### src/rtl/sra_pkg.sv
`default_nettype none
// ----------------------------------------------------------------------------
// sra_pkg
// Shared types and constants for the slice rate allocator.
// ----------------------------------------------------------------------------
package sra_pkg;

  localparam int MAX_SLICES_DEF = 8;

  // Datapath widths
  localparam int RATE_W = 24;   // Q8 rates
  localparam int CAP_W  = 26;   // total_prbs * rate_per_prb
  localparam int WT_W   = 33;   // unmet demand * (1 + priority)
  localparam int PROD_W = WT_W + CAP_W;
  localparam int SAT_W  = 17;
  localparam int DVD_W  = 60;   // divider dividend / quotient width
  localparam int DVS_W  = 40;   // divider divisor width
  localparam int CNT_W  = $clog2(DVD_W + 1);

  localparam logic [SAT_W-1:0] SAT_FULL = 17'h10000;

  // Configuration register indexes
  localparam logic REG_TOTAL_PRBS   = 1'b0;
  localparam logic REG_RATE_PER_PRB = 1'b1;

  typedef struct packed {
    logic [31:0]       slice_key;
    logic [RATE_W-1:0] min_rate;
    logic [RATE_W-1:0] max_rate;
    logic [7:0]        priority_req;
    logic [RATE_W-1:0] demand;
    logic [15:0]       share_weight;
    logic              share_given;
    logic              use_shares;
    logic              last_slice;
  } slice_req_t;

  typedef struct packed {
    logic [31:0]       result_key;
    logic [RATE_W-1:0] demand_out;
    logic [RATE_W-1:0] served_rate;
    logic [9:0]        prbs_allocated;
    logic [SAT_W-1:0]  satisfaction;
    logic              min_met;
    logic [SAT_W-1:0]  mean_satisfaction;
    logic              last_result;
  } slice_res_t;

  // Request to the shared divider
  typedef struct packed {
    logic             start;
    logic [DVD_W-1:0] dividend;
    logic [DVS_W-1:0] divisor;
  } div_req_t;

endpackage
`default_nettype wire

### src/rtl/sra_div.sv
`default_nettype none
// ----------------------------------------------------------------------------
// sra_div
// Restoring divider, one quotient bit per cycle; a start during a division restarts it.
// ----------------------------------------------------------------------------
module sra_div (
  input  wire                      clk,
  input  wire                      rst,
  input  wire sra_pkg::div_req_t   req,
  output logic                     done,
  output logic [sra_pkg::DVD_W-1:0] quot
);
  import sra_pkg::*;

  logic             run;
  logic [CNT_W-1:0] cnt;
  logic [DVS_W-1:0] dvs;
  logic [DVS_W:0]   part;
  logic [DVS_W:0]   shifted;
  logic             ge;

  // Shift the next dividend bit into the partial remainder and try subtract
  assign shifted = {part[DVS_W-1:0], quot[DVD_W-1]};
  assign ge      = shifted >= {1'b0, dvs};

  // Control
  always_ff @(posedge clk) begin
    if (rst) begin
      run  <= 1'b0;
      done <= 1'b0;
      cnt  <= '0;
    end else begin
      done <= 1'b0;
      if (req.start) begin
        run <= 1'b1;
        cnt <= CNT_W'(DVD_W);
      end else if (run) begin
        cnt <= cnt - CNT_W'(1);
        if (cnt == CNT_W'(1)) begin
          run  <= 1'b0;
          done <= 1'b1;
        end
      end
    end
  end

  // Datapath
  always_ff @(posedge clk) begin
    if (req.start) begin
      quot <= req.dividend;
      part <= '0;
      dvs  <= req.divisor;
    end else if (run) begin
      part <= ge ? (shifted - {1'b0, dvs}) : shifted;
      quot <= {quot[DVD_W-2:0], ge};
    end
  end

`ifndef SYNTH
  a_start_runs: assert property (@(posedge clk) disable iff (rst)
    req.start |=> run) else $error("divider did not start");
  a_done_idle: assert property (@(posedge clk) disable iff (rst)
    done |-> !run) else $error("divider done while running");
  a_last_step: assert property (@(posedge clk) disable iff (rst)
    (run && cnt == CNT_W'(1) && !req.start) |=> done)
    else $error("divider missed completion");
`endif

endmodule
`default_nettype wire

### config.mk
export PLATFORM = sky130hd
export DESIGN_NAME = sra_div
export DESIGN_NICKNAME = d
export VERILOG_FILES = /design/src/rtl/sra_pkg.sv /design/src/rtl/sra_div.sv
export SDC_FILE = /design/constraint.sdc
export NUM_CORES = 1
export LEC_CHECK = 0
export BUFFER_PORTS_ARGS = -buffer_cell sky130_fd_sc_hd__buf_2
export CORE_ASPECT_RATIO = 2
export CORE_MARGIN = 10
export CORE_UTILIZATION = 51
export DETAILED_ROUTE_END_ITERATION = 10
export PLACE_DENSITY = 0.78
export SKIP_LAST_GASP = 1
export SLEW_MARGIN = 20
export SYNTH_ARGS = -nofsm -noshare
export SYNTH_HDL_FRONTEND = slang
export SYNTH_SLANG_ARGS = --single-unit
### constraint.sdc
create_clock -name clk -period 2.7 [get_ports clk]
set_input_delay 0 -clock clk [delete_from_list [all_inputs] [get_ports clk]]
set_output_delay 0 -clock clk [all_outputs]
set_load 0.03 [all_outputs]
==> flow_metrics.tcl, run 1 <==
set metrics [dict create \
    outcome "finished, violations left" \
    violations "setup timing" \
    fp.dieH_um 201 \
    post-route-period-util_pct 105 \
    synth_compound_area_share_pct 18.0 \
    finalHoldViolations 0 \
    setup_tns_ns -1.41 \
    ys_seq_area_share_pct 47.2 \
    synth_edf_count 100 \
    path_clk_slew_ns 0.06 \
    required_ns 2.97 \
    avgSynthCellArea_um2 10.3 \
    synth_xor_xnor_area_share_pct 3.34 \
    drt-vias-per-instance 5.59 \
    timing.hold.ws_ns 0.143 \
    grt_use_total_pct 23.0 \
    synth_largest_area_cell "edfxtp_1" \
    ys.flop_type "edfxtp_1" \
    path_class "reg2reg" \
    startpoint_type "flop" \
    path_max_fanout 6 \
    pin_count 164 \
    gp_congestion 0.943 \
    cts_buffers 17 \
    synth-simple-area-share_pct 11.0 \
    period_needed_ns 2.83 \
    antenna_left 0 \
    maxSlewHeadroom_pct 47.9 \
    worstPathArrival_ns 3.11 \
    synth-seq-cells 148 \
    final_cell_mix "buf_2, buf_4, dlygate4sd3_1" \
    ys_types 63 \
    grt_pass1_wl_um 42100 \
    vias 7816 \
    yosysWarnings 0 \
    synthDominantCellAreaShare_pct 35.8 \
    cts_tree "built" \
    synth_top_family_by_area "compound AO/OA/AOI/OAI gates" \
    overflow 0 \
    fin_nets 1326 \
    drive_above_1_share_pct 39.8 \
    wire_per_inst_um 18.9 \
    core_um2 16200 \
    nFillCells 1106 \
    route.detailed.drc 0 \
    grt_pass1_vias 8446 \
    drtPass1Iterations 5 \
    htree_levels 4 \
    async_flop_share_pct 0 \
    rsz0062_at_grt "true" \
    total_power_mw 7.32 \
    dieArea_um2 22300 \
    holdCritPathClass "in2reg" \
    numPortBuffers 163 \
    endpoint_kind "flop" \
    synthAdderAreaFrac_pct 6.50 \
    worstSkewPairLatency_ns 0.43 \
    yosys-top-cells-area "edfxtp_1, dfxtp_1, mux2_2" \
    synth_area_um2 8390 \
    setup_viol 25 \
    die_w_um 111 \
    first_iter_violations 335 \
    layout_setup_ws_ns -0.131 \
    drv_cap 0 \
    num_rows 66 \
    syn2layout_area_growth_pct 47.1 \
    cellLeakagePower_nw 5.42 \
    skew_ns 0.0103 \
    worst_pin_slew_ns 0.781 \
    cts_max_path_buffers 2 \
    grt_start_max_net_pins 139 \
    slew_violations 0 \
    fmax_mhz 353 \
    pwr_density_cell_nw_per_um2 593 \
    cts_num_sinks 148 \
    root_buffer "clkbuf_16" \
    antenna_found_initial 1 \
    drt_wl_total_um 26400 \
    synth_cells 812 \
    ir_drop_v 0.000557 \
    place_ws_ns -0.209 \
    synthMuxAreaShare_pct 9.15 \
    synth_fp_nets 958 \
    start_util_pct 51.8 \
    dp_hpwl_um 17600 \
    final_common_cell "buf_2" \
]
[per-layer routing]
layer,vias to the layer above,GRT usage (%),share of wire [%]
met2,293,42.4,54
met3,108,6.49,6.3
met4,0,14.6,5.8
met5,-,0,0
met1,3691,21.4,34
li1,3724,-,-
[area by class of cell]
class	count	area [µm²]	share of cell area (%)
Antenna cell	1	2.50	0.0203
Multi-Input combinational cell	564	4480	36.3
Tap cell	204	255	2.07
Inverter	54	208	1.68
Sequential cell	148	3970	32.1
Timing Repair Buffer	395	2900	23.5
Clock inverter	15	106	0.862
Clock buffer	17	425	3.45
[timing repair]
action                                  CTS  global route
hold buffers                            101             0
endpoints found under the hold margin   108             0
resized for setup                        33            45
buffers inserted                          7             1
pin swaps                                19            16
gates cloned                              1             2
endpoints found under the setup margin   38            41
[logic make-up (layout without fill, tap and decap cells)]
logic type / after synthesis / after routing
DFF: 148 / 148
buffers and inverters: 100 / 481
AOI/OAI and AO/OA: 223 / 223
xor gates and xnor gates: 32 / 32
other: 0 / 1
muxes: 69 / 69
and+or+nand+nor: 197 / 197
adders and majority gates: 43 / 43
[flip-flops by register name, summed over array words and instances, names as in the netlist]
signal	flops
part	40
cnt	6
done	1
run	1
dvs	40
quot	60
[cells in the mapped netlist, drive strengths merged, types with 3 or more instances]
| cell | number |
|---|---|
| clkbuf | 39 |
| and2 | 4 |
| a2111oi | 4 |
| o21ai | 26 |
| nor2 | 77 |
| edfxtp | 100 |
| nand3b | 3 |
| or3 | 3 |
| nand2 | 46 |
| mux2i | 7 |
| a21boi | 3 |
| ha | 42 |
| a211oi | 28 |
| and3 | 8 |
| mux2 | 62 |
| o21bai | 11 |
| nor2b | 5 |
| xnor2 | 18 |
| a31oi | 9 |
| nor3 | 12 |
| dfxtp | 48 |
| nand2b | 6 |
| a21o | 30 |
| xor2 | 14 |
| a41oi | 4 |
| o21a | 4 |
| o211ai | 5 |
| nor3b | 4 |
| o211a | 6 |
| buf | 7 |
| nand4 | 13 |
| o31ai | 4 |
| inv | 53 |
| nand3 | 7 |
| a21oi | 75 |
| or2 | 4 |
[worst paths after layout]
kind | startpoint | end | slack [ns] | cells after the start
hold reg to reg | part[21] | part[21] | 0.51 | 2
hold / removal | req[100] | cnt[4] | 0.14 | 4
setup / recovery | dvs[12] | part[26] | -0.13 | 13
setup reg to reg | dvs[12] | part[26] | -0.13 | 13
[power by group]
part	internal, mW	total (mW)	switching, mW
combinational	1.09	2.36	1.27
clock	1.18	2.17	0.990
sequential	2.67	2.79	0.125
[worst max-delay path: stages, from the launching register on]
cell	delay (ns)
edfxtp_1	0.33
inv_1	0.06
ha_4	0.30
and3_4	0.21
nand3_4	0.08
or4_4	0.50
o31ai_4	0.22
nor3b_2	0.08
a21o_4	0.24
buf_6	0.15
buf_12	0.13
and2_4	0.15
a31oi_4	0.14
a211oi_2	0.09
[through the flow]
stage                     util [%]  area (µm²)  std cells
after floorplan                  -        8580        812
after global placement        64.2       10400       1253
after detailed placement      64.2       10400       1253
after CTS                     74.9       12100       1394
after global routing          76.3       12300       1398
final                         76.3       12300       1398
Power figures use the tool's default switching activity.
==> inputs of run 2 (changes only) <==
--- a/config.mk
+++ b/config.mk
@@ -5,13 +5,13 @@
 export SDC_FILE = /design/constraint.sdc
 export NUM_CORES = 1
 export LEC_CHECK = 0
+export ABC_AREA = 1
 export BUFFER_PORTS_ARGS = -buffer_cell sky130_fd_sc_hd__buf_2
 export CORE_ASPECT_RATIO = 2
-export CORE_MARGIN = 10
-export CORE_UTILIZATION = 51
+export CORE_MARGIN = 1.5
+export CORE_UTILIZATION = 52
 export DETAILED_ROUTE_END_ITERATION = 10
 export PLACE_DENSITY = 0.78
-export SKIP_LAST_GASP = 1
 export SLEW_MARGIN = 20
 export SYNTH_ARGS = -nofsm -noshare
 export SYNTH_HDL_FRONTEND = slang
==> run 2 against run 1 <==
The run now ends clean; area after synthesis is 11% higher; total power down 18%; combinational power fell by 57%; synthesized cell count increased by 64%; worst hold slack worse by 0.0097 ns; first-iteration DRC count grew 63%; critical path depth up 4; via count up 20%.
==> flow_metrics.tcl, run 2 <==
set metrics [dict create \
    num_rows 69 \
    worstSkewPairLatency_ns 0.44 \
    path_max_fanout 21 \
    avgSynthCellArea_um2 7.02 \
    final_area_um2 12000 \
    wire_per_inst_um 15.6 \
    r2r_end "part[34]" \
    ff2ff_setup_slack_ns 0.18 \
    worst_pin_slew_ns 0.741 \
    yosysWarnings 0 \
    synth_edf_count 100 \
    pwr_density_cell_nw_per_um2 500 \
    cts_tree "built" \
    fmax_mhz 397 \
    grt_pass1_vias 9858 \
    cts_num_sinks 148 \
    cellLeakagePower_nw 6.38 \
    period_needed_ns 2.52 \
    timing.hold.ws_ns 0.133 \
    finalHoldViolations 0 \
    synth_fp_nets 1477 \
    p_sw_mw 1.73 \
    worstPathArrival_ns 2.84 \
    endpoint_kind "flop" \
    ys_types 36 \
    final_common_cell "nand2_1" \
    async_flop_share_pct 0 \
    skew_ns 0.0112 \
    start_util_pct 52.8 \
    ys.flop_type "edfxtp_1" \
    reg2reg_from "dvs[8]" \
    grt_pass1_wl_um 45500 \
    nFillCells 1455 \
    rsz0062_at_grt "false" \
    path_class "reg2reg" \
    largestRegisters "quot: 60 flops, dvs: 40 flops, part: 40 flops" \
    min_path_cells 5 \
    drtPass1Iterations 5 \
    dieArea_um2 18800 \
    diodes 0 \
    post-route-period-util_pct 93.3 \
    holdCritPathClass "in2reg" \
    drive_above_1_share_pct 14.0 \
    swShare_pct 28.9 \
    postPlaceCellArea_um2 10400 \
    drv_cap 0 \
    pwr-share-comb_pct 16.8 \
    grt_start_max_net_pins 55 \
    antenna_found_initial 0 \
    grt_use_total_pct 30.9 \
    synthDominantCellAreaShare_pct 32.2 \
    hold_path_end "part[24]" \
    root_buffer "clkbuf_16" \
    fp.dieH_um 193 \
    vias 9386 \
    drt_wl_total_um 28400 \
    core_um2 17700 \
    synth_largest_area_cell "edfxtp_1" \
    largest_register "quot" \
    cts_buffers 17 \
    pin_count 164 \
    required_ns 3.02 \
    ys_seq_area_share_pct 42.4 \
    startpoint_type "flop" \
    die_w_um 97.8 \
    setup_tns_ns 0 \
    intPower_mw 4.26 \
    htree_levels 4 \
    maxSlewHeadroom_pct 50.5 \
    ys_top_cells_by_count "nand2_1, inv_1, edfxtp_1" \
    post-cts-setup-buffers 0 \
    first_iter_violations 547 \
    final_cell_mix "nand2_1, inv_1, buf_2" \
    synth_most_common_cell "nand2_1" \
    seqPwrFrac_pct 44.9 \
    gp_congestion 0.990 \
    largest_reg_flops 60 \
    power.share.clock_pct 38.4 \
    synth_cells 1331 \
    ir_drop_v 0.000497 \
    synth_area_um2 9340 \
    yosys-top-cells-area "edfxtp_1, nand2_1, dfxtp_1" \
    reg2reg_depth 17 \
    cts_max_path_buffers 2 \
    syn2layout_area_growth_pct 28.3 \
    outcome "finished, final reports clean" \
    drt-vias-per-instance 5.15 \
    setup_viol 0 \
    hp-start "req[100]" \
    overflow 0 \
    dp_hpwl_um 20100 \
    numPortBuffers 163 \
    path_clk_slew_ns 0.07 \
    antenna_left 0 \
    fin_nets 1743 \
    route.detailed.drc 0 \
    slew_violations 0 \
    synth-seq-cells 148 \
]
run 2: power by group through the flow:
stage,Clock (mW),Sequential (mW),Combinational [mW]
after global placement,0,2.73,0.855
after global routing,2.38,2.70,1.09
after detailed placement,0,2.72,0.869
after CTS,2.30,2.68,0.982
final,2.30,2.69,1.01
after floorplan,0,2.91,0.378
run 2: critical path, cell delays in order, from the launching register on:
cell and delay [ns]:
edfxtp_1 0.33, inv_1 0.04, ha_1 0.36, nand2_1 0.15, inv_1 0.05, nand2_1 0.06
nand2_1 0.07, clkinv_1 0.05, nand3_1 0.20, nand2_1 0.18, nand3_2 0.11, nand2_4 0.21
buf_8 0.23, nand3_1 0.09, nand2_1 0.08, clkinv_1 0.06, nand2_1 0.06, nand2_1 0.05
run 2: cell type report:
class	count	area, µm²	area share (%)
sequential	148	3960	33.1
clock buffer	23	489	4.08
inverter	227	852	7.11
timing repair buffer	280	1990	16.7
multi-input combinational	923	4340	36.3
tap	213	267	2.23
clock inverter	9	68.8	0.575
run 2: repair_timing:
action                                 CTS  global route
setup endpoints to repair                0             8
hold buffers                           101             0
gates resized for setup                  0             2
endpoints found under the hold margin  108             0
run 2: worst max path at each step:
stage | from | to | slack (ns) | depth (start not counted)
6_report | dvs[8] | part[34] | 0.18 | 17
5_1_grt | dvs[7] | part[34] | 0.02 | 17
4_1_cts | dvs[8] | part[35] | 0.10 | 17
3_5_place_dp | dvs[8] | part[35] | 0.12 | 17
3_3_place_gp | dvs[8] | part[35] | 0.17 | 17
2_1_floorplan | quot[59] | part[24] | 0.57 | 15
run 2: logic make-up after synthesis:
| logic type | share of synthesized area, % |
|---|---|
| fa+ha+maj | 5.84 |
| flops | 42.4 |
| simple gates | 34.5 |
| xor+xnor | 2.16 |
| compound gates | 3.99 |
| buf+inv | 11.1 |
run 2: stage by stage:
stage | cells | total power [mW] | utilization [%] | worst slack (ns)
after floorplan | 1331 | 3.28 | - | 0.573
after global placement | 1690 | 3.58 | 58.8 | 0.166
after detailed placement | 1690 | 3.59 | 58.8 | 0.125
after CTS | 1823 | 5.96 | 67.6 | 0.103
after global routing | 1823 | 6.18 | 67.7 | 0.0166
final | 1823 | 5.99 | 67.7 | 0.180
run 2: routing by layer:
| layer | share of wire (%) | global-route usage, % |
|---|---|---|
| met1 | 34 | 28.4 |
| met2 | 53 | 58.6 |
| met3 | 4.8 | 4.49 |
| met4 | 8.1 | 25.8 |
| met5 | 0 | 0 |
